File: config.mk
export PLATFORM = sky130hd
export DESIGN_NAME = keystroke_playout_sequencer_flat
export DESIGN_NICKNAME = d
export VERILOG_FILES = /design/src/hw/rtl/kps_pkg.sv /design/src/hw/rtl/kps_channels.sv /design/src/hw/rtl/kps_key_store.sv /design/src/hw/rtl/kps_sequencer.sv /design/src/hw/rtl/keystroke_playout_sequencer.sv /design/src/flat_wrapper.sv
export SDC_FILE = /design/constraint.sdc
export NUM_CORES = 1
export LEC_CHECK = 0
export BUFFER_PORTS_ARGS = -buffer_cell sky130_fd_sc_hd__buf_4
export CAP_MARGIN = 20
export CORE_MARGIN = 1
export CORE_UTILIZATION = 35
export CTS_CLUSTER_SIZE = 10
export DETAILED_ROUTE_END_ITERATION = 8
export GPL_TIMING_DRIVEN = 1
export HOLD_SLACK_MARGIN = 0.12
export PLACE_DENSITY = 0.57
export SYNTH_ARGS = -nofsm -noshare
export SYNTH_HDL_FRONTEND = slang
export SYNTH_HIERARCHICAL = 1
export SYNTH_SLANG_ARGS = --single-unit
File: constraint.sdc
create_clock -name clock -period 6.45 [get_ports clock]
set_input_delay 1.29 -clock clock [delete_from_list [all_inputs] [get_ports clock]]
set_output_delay 1.29 -clock clock [all_outputs]
set_load 0.02 [all_outputs]
File: src/hw/rtl/kps_pkg.sv
// kps_pkg: shared types and constants of the keystroke playout sequencer
// no dependencies; used by the channel interfaces and all rtl modules
`timescale 1ns / 1ps
`default_nettype none

package kps_pkg;

   localparam int KEY_W      = 8;
   localparam int SIZE_W     = 8;
   localparam int CFG_W      = 16;
   localparam int SINCE_W    = 17;
   localparam int PEND_OUT_W = 7;
   localparam int CSR_IDX_W  = 2;

   localparam logic CMD_ENQUEUE = 1'b0;
   localparam logic CMD_TICK    = 1'b1;

   localparam logic [CSR_IDX_W-1:0] CSR_HOLD    = 2'd0;
   localparam logic [CSR_IDX_W-1:0] CSR_GAP     = 2'd1;
   localparam logic [CSR_IDX_W-1:0] CSR_TIMEOUT = 2'd2;

   localparam logic [CFG_W-1:0] HOLD_RESET    = 16'd20;
   localparam logic [CFG_W-1:0] GAP_RESET     = 16'd20;
   localparam logic [CFG_W-1:0] TIMEOUT_RESET = 16'd1000;

   localparam logic [SINCE_W-1:0] SINCE_MAX = '1;

   typedef enum logic {
      ST_IDLE,
      ST_EXEC
   } kps_state_type;

   typedef struct packed {
      logic [CFG_W-1:0] hold_ticks;
      logic [CFG_W-1:0] gap_ticks;
      logic [CFG_W-1:0] mount_timeout_ticks;
   } kps_cfg_type;

   typedef struct packed {
      logic wr_en;
      logic rd_en;
   } kps_mem_ctl_type;

endpackage

`default_nettype wire

File: src/hw/rtl/kps_channels.sv
// kps_req_if / kps_rsp_if: valid-ready channels for key items and result items
// depends on kps_pkg for field widths
`timescale 1ns / 1ps
`default_nettype none

interface kps_req_if;
   import kps_pkg::*;
   logic              valid;
   logic              ready;
   logic              command;
   logic [KEY_W-1:0]  keycode;
   logic              batch_first;
   logic              batch_last;
   logic [SIZE_W-1:0] batch_size;
   logic              host_mounted;
   logic              endpoint_ready;

   modport source(output valid, command, keycode, batch_first, batch_last, batch_size,
                  host_mounted, endpoint_ready, input ready);
   modport sink(input valid, command, keycode, batch_first, batch_last, batch_size,
                host_mounted, endpoint_ready, output ready);
endinterface

interface kps_rsp_if;
   import kps_pkg::*;
   logic                  valid;
   logic                  ready;
   logic                  report_valid;
   logic [KEY_W-1:0]      report_keycode;
   logic                  batch_rejected;
   logic                  keys_flushed;
   logic [PEND_OUT_W-1:0] pending_keys;

   modport source(output valid, report_valid, report_keycode, batch_rejected, keys_flushed,
                  pending_keys, input ready);
   modport sink(input valid, report_valid, report_keycode, batch_rejected, keys_flushed,
                pending_keys, output ready);
endinterface

`default_nettype wire

File: src/hw/rtl/kps_key_store.sv
// kps_key_store: keycode queue memory, one write and one registered read port
// depends on kps_pkg
`timescale 1ns / 1ps
`default_nettype none

module kps_key_store #(
   parameter int QUEUE_DEPTH = 64,
   parameter int SLOT_W      = 6
) (
   input  wire                          clock,
   input  kps_pkg::kps_mem_ctl_type     mem_ctl,
   input  wire [SLOT_W-1:0]             waddr,
   input  wire [kps_pkg::KEY_W-1:0]     wdata,
   input  wire [SLOT_W-1:0]             raddr,
   output logic [kps_pkg::KEY_W-1:0]    rdata
);
   import kps_pkg::*;

   logic [KEY_W-1:0] mem [QUEUE_DEPTH];
   logic [KEY_W-1:0] rdata_ff;

   always_ff @(posedge clock) begin
      if (mem_ctl.wr_en) begin
         mem[waddr] <= wdata;
      end
      if (mem_ctl.rd_en) begin
         rdata_ff <= mem[raddr];
      end
   end

   assign rdata = rdata_ff;

endmodule

`default_nettype wire

File: src/hw/rtl/kps_sequencer.sv
// kps_sequencer: item control, queue pointers, hold/gap timing and watchdog
// depends on kps_pkg, kps_channels; drives kps_key_store
`timescale 1ns / 1ps
`default_nettype none

module kps_sequencer #(
   parameter int QUEUE_DEPTH = 64,
   parameter int SLOT_W      = 6,
   parameter int CNT_W       = 7
) (
   input  wire                        clock,
   input  wire                        reset,
   kps_req_if.sink                    req_ch,
   kps_rsp_if.source                  rsp_ch,
   input  kps_pkg::kps_cfg_type       cfg,
   output kps_pkg::kps_mem_ctl_type   mem_ctl,
   output logic [SLOT_W-1:0]          mem_waddr,
   output logic [kps_pkg::KEY_W-1:0]  mem_wdata,
   output logic [SLOT_W-1:0]          mem_raddr,
   input  wire [kps_pkg::KEY_W-1:0]   mem_rdata
);
   import kps_pkg::*;

   localparam int CHK_W = CNT_W + SIZE_W + 1;
   localparam logic [CNT_W:0] DEPTH_SUM = (CNT_W+1)'(QUEUE_DEPTH);
   localparam logic [CNT_W-1:0] DEPTH_CNT = CNT_W'(QUEUE_DEPTH);
   localparam logic [SLOT_W-1:0] LAST_SLOT = SLOT_W'(QUEUE_DEPTH - 1);

   kps_state_type state_ff, state_in;

   // latched item
   logic              cmd_ff;
   logic [KEY_W-1:0]  key_ff;
   logic              first_ff;
   logic              last_ff;
   logic [SIZE_W-1:0] size_ff;
   logic              mounted_ff;
   logic              ep_ready_ff;

   logic [SLOT_W-1:0]  read_slot_ff, read_slot_in;
   logic [CNT_W-1:0]   pending_ff, pending_in;
   logic               release_ff, release_in;
   logic [CFG_W-1:0]   wait_ff, wait_in;
   logic [SINCE_W-1:0] since_ff, since_in;
   logic               taken_ff, taken_in;

   logic                  rsp_valid_ff;
   logic                  rpt_valid_ff, rpt_valid_in;
   logic [KEY_W-1:0]      rpt_key_ff, rpt_key_in;
   logic                  rejected_ff, rejected_in;
   logic                  flushed_ff, flushed_in;
   logic [PEND_OUT_W-1:0] pend_out_ff, pend_out_in;

   logic                  accept;
   logic                  advance;
   logic                  store_key;
   logic [CNT_W:0]        slot_sum;
   logic [SLOT_W-1:0]     wr_slot;
   logic [CNT_W+PEND_OUT_W-1:0] pend_wide;

   // next state
   always_comb begin
      state_in = state_ff;
      unique case (state_ff)
         ST_IDLE: begin
            if (req_ch.valid) begin
               state_in = ST_EXEC;
            end
         end
         ST_EXEC: begin
            if (advance) begin
               state_in = ST_IDLE;
            end
         end
         default: state_in = ST_IDLE;
      endcase
   end

   // fsm outputs
   always_comb begin
      req_ch.ready = 1'b0;
      advance      = 1'b0;
      unique case (state_ff)
         ST_IDLE: req_ch.ready = 1'b1;
         ST_EXEC: advance = !rsp_valid_ff || rsp_ch.ready;
         default: ;
      endcase
   end

   assign accept = req_ch.valid && req_ch.ready;

   // item execution
   always_comb begin
      read_slot_in = read_slot_ff;
      pending_in   = pending_ff;
      release_in   = release_ff;
      wait_in      = wait_ff;
      since_in     = since_ff;
      taken_in     = taken_ff;
      rpt_valid_in = 1'b0;
      rpt_key_in   = '0;
      rejected_in  = 1'b0;
      flushed_in   = 1'b0;
      store_key    = 1'b0;
      slot_sum     = '0;
      wr_slot      = '0;

      if (cmd_ff == CMD_ENQUEUE) begin
         if (first_ff) begin
            if ((CHK_W'(pending_ff) + CHK_W'(size_ff)) > CHK_W'(QUEUE_DEPTH)) begin
               taken_in    = 1'b0;
               rejected_in = 1'b1;
            end else begin
               taken_in = 1'b1;
               if (pending_ff == '0) begin
                  read_slot_in = '0;
                  release_in   = 1'b0;
                  wait_in      = '0;
                  since_in     = '0;
               end
            end
         end
         slot_sum = (CNT_W+1)'(read_slot_in) + (CNT_W+1)'(pending_ff);
         if (slot_sum >= DEPTH_SUM) begin
            slot_sum = slot_sum - DEPTH_SUM;
         end
         wr_slot = slot_sum[SLOT_W-1:0];
         if (taken_in && (pending_ff < DEPTH_CNT)) begin
            store_key  = 1'b1;
            pending_in = pending_ff + 1'b1;
         end
         if (last_ff) begin
            taken_in = 1'b0;
         end
      end else begin
         if (wait_ff != '0) begin
            wait_in = wait_ff - 1'b1;
         end
         if (since_ff != SINCE_MAX) begin
            since_in = since_ff + 1'b1;
         end
         if (pending_ff != '0) begin
            if (!mounted_ff || !ep_ready_ff) begin
               if (since_in > SINCE_W'(cfg.mount_timeout_ticks)) begin
                  pending_in   = '0;
                  read_slot_in = '0;
                  release_in   = 1'b0;
                  flushed_in   = 1'b1;
               end
            end else if (wait_in == '0) begin
               rpt_valid_in = 1'b1;
               if (!release_ff) begin
                  rpt_key_in = mem_rdata;
                  release_in = 1'b1;
                  wait_in    = cfg.hold_ticks;
               end else begin
                  release_in = 1'b0;
                  pending_in = pending_ff - 1'b1;
                  if ((pending_in == '0) || (read_slot_ff == LAST_SLOT)) begin
                     read_slot_in = '0;
                  end else begin
                     read_slot_in = read_slot_ff + 1'b1;
                  end
                  wait_in  = cfg.gap_ticks;
                  since_in = '0;
               end
            end
         end
      end

      pend_wide   = {{PEND_OUT_W{1'b0}}, pending_in};
      pend_out_in = pend_wide[PEND_OUT_W-1:0];
   end

   assign mem_ctl.wr_en = advance && store_key;
   assign mem_ctl.rd_en = accept;
   assign mem_waddr     = wr_slot;
   assign mem_wdata     = key_ff;
   assign mem_raddr     = read_slot_ff;

   always_ff @(posedge clock) begin
      if (reset) begin
         state_ff     <= ST_IDLE;
         read_slot_ff <= '0;
         pending_ff   <= '0;
         release_ff   <= 1'b0;
         wait_ff      <= '0;
         since_ff     <= '0;
         taken_ff     <= 1'b0;
         rsp_valid_ff <= 1'b0;
      end else begin
         state_ff <= state_in;
         if (advance) begin
            read_slot_ff <= read_slot_in;
            pending_ff   <= pending_in;
            release_ff   <= release_in;
            wait_ff      <= wait_in;
            since_ff     <= since_in;
            taken_ff     <= taken_in;
            rsp_valid_ff <= 1'b1;
         end else if (rsp_ch.ready) begin
            rsp_valid_ff <= 1'b0;
         end
      end
   end

   always_ff @(posedge clock) begin
      if (accept) begin
         cmd_ff      <= req_ch.command;
         key_ff      <= req_ch.keycode;
         first_ff    <= req_ch.batch_first;
         last_ff     <= req_ch.batch_last;
         size_ff     <= req_ch.batch_size;
         mounted_ff  <= req_ch.host_mounted;
         ep_ready_ff <= req_ch.endpoint_ready;
      end
      if (advance) begin
         rpt_valid_ff <= rpt_valid_in;
         rpt_key_ff   <= rpt_key_in;
         rejected_ff  <= rejected_in;
         flushed_ff   <= flushed_in;
         pend_out_ff  <= pend_out_in;
      end
   end

   assign rsp_ch.valid          = rsp_valid_ff;
   assign rsp_ch.report_valid   = rpt_valid_ff;
   assign rsp_ch.report_keycode = rpt_key_ff;
   assign rsp_ch.batch_rejected = rejected_ff;
   assign rsp_ch.keys_flushed   = flushed_ff;
   assign rsp_ch.pending_keys   = pend_out_ff;

endmodule

`default_nettype wire

File: src/hw/rtl/keystroke_playout_sequencer.sv
// keystroke_playout_sequencer: top level, timing registers and checks
// depends on kps_pkg, kps_channels, kps_key_store, kps_sequencer
//
//   channel   dir  handshake        contents
//   req_ch    in   valid / ready    enqueue key or millisecond tick
//   rsp_ch    out  valid / ready    report, reject, flush flags, pending count
//   csr_*     in   csr_we           hold, gap and watchdog limits
//
// each item is accepted in ST_IDLE with the queue head read, then executed
// and written back in ST_EXEC; the key memory's registered read port sets this split
// execute waits while the previous result is not yet taken on rsp_ch
// reset is synchronous; the key memory is not cleared, only queued slots are read
`timescale 1ns / 1ps
`default_nettype none

module keystroke_playout_sequencer #(
   parameter int QUEUE_DEPTH = 64
) (
   input  wire                              clock,
   input  wire                              reset,
   kps_req_if.sink                          req_ch,
   kps_rsp_if.source                        rsp_ch,
   input  wire                              csr_we,
   input  wire [kps_pkg::CSR_IDX_W-1:0]     csr_index,
   input  wire [kps_pkg::CFG_W-1:0]         csr_wdata
);
   import kps_pkg::*;

   localparam int SLOT_W = (QUEUE_DEPTH > 1) ? $clog2(QUEUE_DEPTH) : 1;
   localparam int CNT_W  = $clog2(QUEUE_DEPTH + 1);

   kps_cfg_type     cfg_ff;
   kps_mem_ctl_type mem_ctl;
   logic [SLOT_W-1:0] mem_waddr;
   logic [SLOT_W-1:0] mem_raddr;
   logic [KEY_W-1:0]  mem_wdata;
   logic [KEY_W-1:0]  mem_rdata;

   always_ff @(posedge clock) begin
      if (reset) begin
         cfg_ff.hold_ticks          <= HOLD_RESET;
         cfg_ff.gap_ticks           <= GAP_RESET;
         cfg_ff.mount_timeout_ticks <= TIMEOUT_RESET;
      end else if (csr_we) begin
         unique case (csr_index)
            CSR_HOLD:    cfg_ff.hold_ticks          <= csr_wdata;
            CSR_GAP:     cfg_ff.gap_ticks           <= csr_wdata;
            CSR_TIMEOUT: cfg_ff.mount_timeout_ticks <= csr_wdata;
            default: ;
         endcase
      end
   end

   kps_sequencer #(
      .QUEUE_DEPTH(QUEUE_DEPTH),
      .SLOT_W     (SLOT_W),
      .CNT_W      (CNT_W)
   ) u_seq (
      .clock    (clock),
      .reset    (reset),
      .req_ch   (req_ch),
      .rsp_ch   (rsp_ch),
      .cfg      (cfg_ff),
      .mem_ctl  (mem_ctl),
      .mem_waddr(mem_waddr),
      .mem_wdata(mem_wdata),
      .mem_raddr(mem_raddr),
      .mem_rdata(mem_rdata)
   );

   kps_key_store #(
      .QUEUE_DEPTH(QUEUE_DEPTH),
      .SLOT_W     (SLOT_W)
   ) u_store (
      .clock  (clock),
      .mem_ctl(mem_ctl),
      .waddr  (mem_waddr),
      .wdata  (mem_wdata),
      .raddr  (mem_raddr),
      .rdata  (mem_rdata)
   );

   // one item in flight: no accept in the cycle after an accept
   assert property (@(posedge clock) disable iff (reset)
      (req_ch.valid && req_ch.ready) |=> !req_ch.ready)
      else $error("item accepted while previous item executing");

   // reports only come from ticks, rejects and flushes never share a result with one
   assert property (@(posedge clock) disable iff (reset)
      (rsp_ch.valid && rsp_ch.report_valid) |-> (!rsp_ch.batch_rejected && !rsp_ch.keys_flushed))
      else $error("report combined with reject or flush");

   // a flush empties the queue
   assert property (@(posedge clock) disable iff (reset)
      (rsp_ch.valid && rsp_ch.keys_flushed) |-> (rsp_ch.pending_keys == '0))
      else $error("keys left pending after flush");

endmodule

`default_nettype wire

File: src/flat_wrapper.sv
// flat-port wrapper written by rule: the top's interface ports become plain ports
module keystroke_playout_sequencer_flat import kps_pkg::*;
#(
   parameter int QUEUE_DEPTH = 64
)
  (clock, reset, csr_we, csr_index, csr_wdata, req_ch_valid, req_ch_command, req_ch_keycode, req_ch_batch_first, req_ch_batch_last, req_ch_batch_size, req_ch_host_mounted, req_ch_endpoint_ready, req_ch_ready, rsp_ch_valid, rsp_ch_report_valid, rsp_ch_report_keycode, rsp_ch_batch_rejected, rsp_ch_keys_flushed, rsp_ch_pending_keys, rsp_ch_ready);
  kps_req_if req_ch_i ();
  kps_rsp_if rsp_ch_i ();
  input  wire clock;
  input  wire reset;
  input  wire csr_we;
  input  wire [kps_pkg::CSR_IDX_W-1:0] csr_index;
  input  wire [kps_pkg::CFG_W-1:0] csr_wdata;
  input wire logic [$bits(req_ch_i.valid)-1:0] req_ch_valid;
  input wire logic [$bits(req_ch_i.command)-1:0] req_ch_command;
  input wire logic [$bits(req_ch_i.keycode)-1:0] req_ch_keycode;
  input wire logic [$bits(req_ch_i.batch_first)-1:0] req_ch_batch_first;
  input wire logic [$bits(req_ch_i.batch_last)-1:0] req_ch_batch_last;
  input wire logic [$bits(req_ch_i.batch_size)-1:0] req_ch_batch_size;
  input wire logic [$bits(req_ch_i.host_mounted)-1:0] req_ch_host_mounted;
  input wire logic [$bits(req_ch_i.endpoint_ready)-1:0] req_ch_endpoint_ready;
  output wire logic [$bits(req_ch_i.ready)-1:0] req_ch_ready;
  output wire logic [$bits(rsp_ch_i.valid)-1:0] rsp_ch_valid;
  output wire logic [$bits(rsp_ch_i.report_valid)-1:0] rsp_ch_report_valid;
  output wire logic [$bits(rsp_ch_i.report_keycode)-1:0] rsp_ch_report_keycode;
  output wire logic [$bits(rsp_ch_i.batch_rejected)-1:0] rsp_ch_batch_rejected;
  output wire logic [$bits(rsp_ch_i.keys_flushed)-1:0] rsp_ch_keys_flushed;
  output wire logic [$bits(rsp_ch_i.pending_keys)-1:0] rsp_ch_pending_keys;
  input wire logic [$bits(rsp_ch_i.ready)-1:0] rsp_ch_ready;
  assign req_ch_i.valid = req_ch_valid;
  assign req_ch_i.command = req_ch_command;
  assign req_ch_i.keycode = req_ch_keycode;
  assign req_ch_i.batch_first = req_ch_batch_first;
  assign req_ch_i.batch_last = req_ch_batch_last;
  assign req_ch_i.batch_size = req_ch_batch_size;
  assign req_ch_i.host_mounted = req_ch_host_mounted;
  assign req_ch_i.endpoint_ready = req_ch_endpoint_ready;
  assign req_ch_ready = req_ch_i.ready;
  assign rsp_ch_valid = rsp_ch_i.valid;
  assign rsp_ch_report_valid = rsp_ch_i.report_valid;
  assign rsp_ch_report_keycode = rsp_ch_i.report_keycode;
  assign rsp_ch_batch_rejected = rsp_ch_i.batch_rejected;
  assign rsp_ch_keys_flushed = rsp_ch_i.keys_flushed;
  assign rsp_ch_pending_keys = rsp_ch_i.pending_keys;
  assign rsp_ch_i.ready = rsp_ch_ready;
  keystroke_playout_sequencer #(.QUEUE_DEPTH(QUEUE_DEPTH)) u_core (.clock(clock), .reset(reset), .req_ch(req_ch_i), .rsp_ch(rsp_ch_i), .csr_we(csr_we), .csr_index(csr_index), .csr_wdata(csr_wdata));
endmodule
==> flow_summary_export.csv <==
group,metric,value,unit
run_status,status,"finished, final reports clean",
sta,skew,0.0241,ns
floorplanning,die_w,287,um
synth,synth_top_area_share,59.0,%
worst_setup_path,reg2reg_from,"u_core/u_seq/pending_ff[0]",
sta,maxSlewHeadroom,34.1,%
pwr,power_density,300,mW/mm^2
pwr,p_leak,0.0108,uW
grt,grt_pass1_vias,16600,
routing,drt_pass1_iterations,5,
synth,yosysTopAreaCell,"edfxtp_1",
floorplanning,start_util,35.3,%
routing,drt-initial-drc-count,1591,
synth,synth_area_leaders,"edfxtp_1 (59%), mux4_2 (10%), dfxtp_1 (6.9%), mux2i_1 (3.3%), nor2_1 (1.9%)",
routing,viasPerCell,5.49,
worst_setup_path,crit_buf_inv,2,
sta,fin_crit_sh,91.8,%
sta,slew_violations,0,
synth,synth_seq_area_share,65.9,%
floorplanning,core,0.0805,mm^2
hold_path,min_to,"u_core/cfg_ff[32]",
hold_path,min_path_type,"flop to flop",
clocking,cts_tree,"done",
worst_setup_path,r2r-end,"u_core/u_store/mem[28][4]",
routing,vias,16800,
worst_setup_path,crit_family,"simple AND/OR/NAND/NOR gates",
floorplanning,die-area,0.0825,mm^2
synth,yosys.cell_types.count,88,
worst_setup_path,r2r_cells,19,
synth,syn_nets,1927,
place,place_congestion,0.862,
clocking,cts_setup_buffers,0,
sta,rsz0062_at_grt,"false",
grt,grt_pass1_wl,106000,um
pwr,report.power.total,9810,uW
worst_setup_path,crit_top_cell,"nor2_1",
synth,synth_edf_count,559,
routing,routed_wl,70600,um
finish,nNetsFinal,2056,
worst_setup_path,max_stage_delay,0.75,ns
floorplanning,num_rows,104,
sta,final-setup-viol-count,0,
synth,yosys_warnings,6,
synth,syn_area,0.0285,mm^2
synth,async_flop_share,0,%
clocking,clkTransAtPathRegs,0.05,ns
clocking,cts_made_buffers,77,
routing,wl_per_cell,23.0,um
synth,ys.flop_type,"edfxtp_1",
pwr,ir_drop,0.304,mV
place,port_buffers,63,
sta,hold_viol,0,
finish,layout-drive-gt1-share,20.6,%
grt,grt_max_degree,86,
worst_setup_path,critPathLaunchType,"flop",
place,post-dp-hpwl,45000,um
flow_run,cap_violations,0,
worst_setup_path,ff2ff_setup_slack,0.53,ns
finish,area_growth,14.7,%
worst_setup_path,cp_data_arrival_time,6.16,ns
synth,ys_ff_latch,657,
place,pre_cts_ws,0.450,ns
hold_path,hold_depth,2,
hold_path,min-delay-start,"u_core/cfg_ff[32]",
floorplanning,ios,64,
grt,grt_use_total,17.1,%
worst_setup_path,cp.required,6.68,ns
worst_setup_path,critPathMaxFanout,9,
sta,max_clock_freq,0.169,GHz
clocking,cts_max_level,3,
clocking,clockBufferDepth,3,
sta,period_needed,5.92,ns
worst_setup_path,critical_path_class,"flop to flop",
clocking,insertion_delay,0.62,ns
clocking,root_buffer,"clkbuf_16",
routing,drtAntennaViolNets,0,
routing,drc,0,
sta,tightest_slew,0.984,ns
grt,grt.overflow.total,0,
grt,grt_antenna_before_repair,5,
synth,syn_inst,1847,
floorplanning,die_h,287,um
sta,fin_ws,0.527,ns
worst_setup_path,cp_cell_sequence,"ha_1, fa_1, nor2_1, nand3_1, or3b_2, o211a_1, a21o_1, a21oi_1, nor2b_1, ha_1, inv_1, fa_1, inv_1, a21o_1, a21oi_1, xor2_1, nor2_1, nand3b_1, nor2_1",
synth,avgSynthCellArea,15.4,um^2
clocking,clock-sinks,657,
worst_setup_path,crit_slowest_cell,"nor2_1",
worst_setup_path,cp-end-kind,"flop",
sta,tns,0,ns
stage by stage:
step	hold slack [ns]	area (um^2)	std cells	util [%]
4_1_cts	0.474	32600	3066	40.5
3_3_place_gp	0.461	30400	2955	37.7
6_report	0.471	32600	3070	40.5
5_1_grt	0.488	32600	3068	40.5
2_1_floorplan	0.444	28500	1847	-
3_5_place_dp	0.463	30400	2955	37.7
cells by family after synthesis:
family | after synthesis | share of synthesized area [%]
xor gates and xnor gates | 14 | 0.431
AOI/OAI and AO/OA | 244 | 6.17
muxes | 233 | 13.8
buffers and inverters | 145 | 2.50
DFF | 657 | 65.9
adders and majority gates | 36 | 1.64
and+or+nand+nor | 518 | 9.59
flip-flops by register name (all words and copies together), names as in the netlist:
signal                              flops
u_core/u_store/mem                    512
u_core/cfg_ff                          48
u_core/u_seq/since_ff                  17
u_core/u_seq/wait_ff                   16
u_core/u_seq/mem_wdata                  8
u_core/u_seq/rsp_ch.report_keycode      8
u_core/u_seq/size_ff                    8
u_core/u_store/rdata                    8
u_core/u_seq/pending_ff                 7
u_core/u_seq/rsp_ch.pending_keys        7
u_core/u_seq/mem_raddr                  6
u_core/u_seq/cmd_ff                     1
u_core/u_seq/ep_ready_ff                1
u_core/u_seq/first_ff                   1
u_core/u_seq/last_ff                    1
u_core/u_seq/mounted_ff                 1
u_core/u_seq/release_ff                 1
u_core/u_seq/rsp_ch.batch_rejected      1
u_core/u_seq/rsp_ch.keys_flushed        1
u_core/u_seq/rsp_ch.report_valid        1
u_core/u_seq/rsp_ch.valid               1
u_core/u_seq/state_ff                   1
u_core/u_seq/taken_ff                   1
tightest hold or removal path, delay by kind of cell, from the launching register on:
kind             cells  cell delay [ns]
and+or+nand+nor      1             0.06
muxes                1             0.06
DFF                  1             0.31
timing repair:
action / 4_1_cts / 5_1_grt
setup endpoints to repair: 0 / 16
resized for setup: 0 / 1
hold endpoints to repair: 0 / 0
hold buffers: 0 / 0
placed cells by master, fill, tap and decap left out, types with 8 or more instances in the layout:
cell type,instances
nor2_1,142
mux2_2,13
inv_1,44
o21ai_0,22
a211o_1,9
clkbuf_16,79
nand3_1,46
nor3_1,38
mux2i_1,94
clkbuf_1,20
o221ai_1,12
a211oi_1,10
dfxtp_1,94
o21bai_1,10
buf_4,149
a21o_1,18
o21ai_1,9
o31ai_1,12
ha_1,34
nor2b_1,17
nand2_1,81
nand4_1,14
nor4_1,16
o22ai_1,13
mux4_2,126
or3_1,18
and2_1,18
or4_1,9
nand2b_1,68
a21oi_1,41
edfxtp_1,559
xnor2_1,8
worst max-delay path by stage:
stage / from / end / cells past startpoint
2_1_floorplan: u_core/u_seq/pending_ff[1] / u_core/u_store/mem[49][0] / 19
3_3_place_gp: u_core/u_seq/pending_ff[0] / u_core/u_store/mem[49][0] / 21
3_5_place_dp: u_core/u_seq/pending_ff[0] / u_core/u_store/mem[49][3] / 21
4_1_cts: u_core/u_seq/pending_ff[0] / u_core/u_store/mem[49][6] / 21
5_1_grt: u_core/u_seq/pending_ff[0] / u_core/u_store/mem[29][6] / 19
6_report: u_core/u_seq/pending_ff[0] / u_core/u_store/mem[28][4] / 19
synth_stat cells (8+ instances only):
master      n
o221ai_1   12
mux2i_1    94
or4_1       9
mux4_2    126
a21oi_1    41
or3_1      18
and2_1     18
ha_1       34
a211o_1     9
nor2_1    143
a211oi_1   10
nand4_1    14
inv_1      44
nor4_1     16
nand2b_1   68
o22ai_1    13
buf_2      23
o21bai_1   10
dfxtp_1    98
o21ai_0    22
a21o_1     18
clkbuf_1   49
o21ai_1     9
nor3_1     38
buf_4      14
nand3_1    46
mux2_2     13
o31ai_1    12
edfxtp_1  559
nor2b_1    18
xnor2_1     8
nand2_1    81
report_power, final:
group	leakage (uW)	internal, uW	switching (uW)	total (uW)
Sequential	0.00585	4660	38.1	4700
Combinational	0.00384	375	792	1170
Clock	0.00109	2310	1630	3940
routing by layer:
| layer | global-route usage (%) | routed length [um] |
|---|---|---|
| met1 | 23.5 | 30100 |
| met2 | 27.5 | 33500 |
| met3 | 3.26 | 5140 |
| met4 | 5.27 | 1790 |
| met5 | 0 | 34 |
final cells by class:
cell class | count | area (um^2)
flip-flops and latches | 657 | 18800
diodes | 2 | 5.00
well taps | 1060 | 1330
clock buffers | 103 | 2110
repair buffers | 151 | 1140
multi-input cells | 1045 | 9010
clock inverters | 8 | 130
inverters | 44 | 165
fillers | 7178 | 47900
Note: power is estimated with default switching activity, not from simulation.
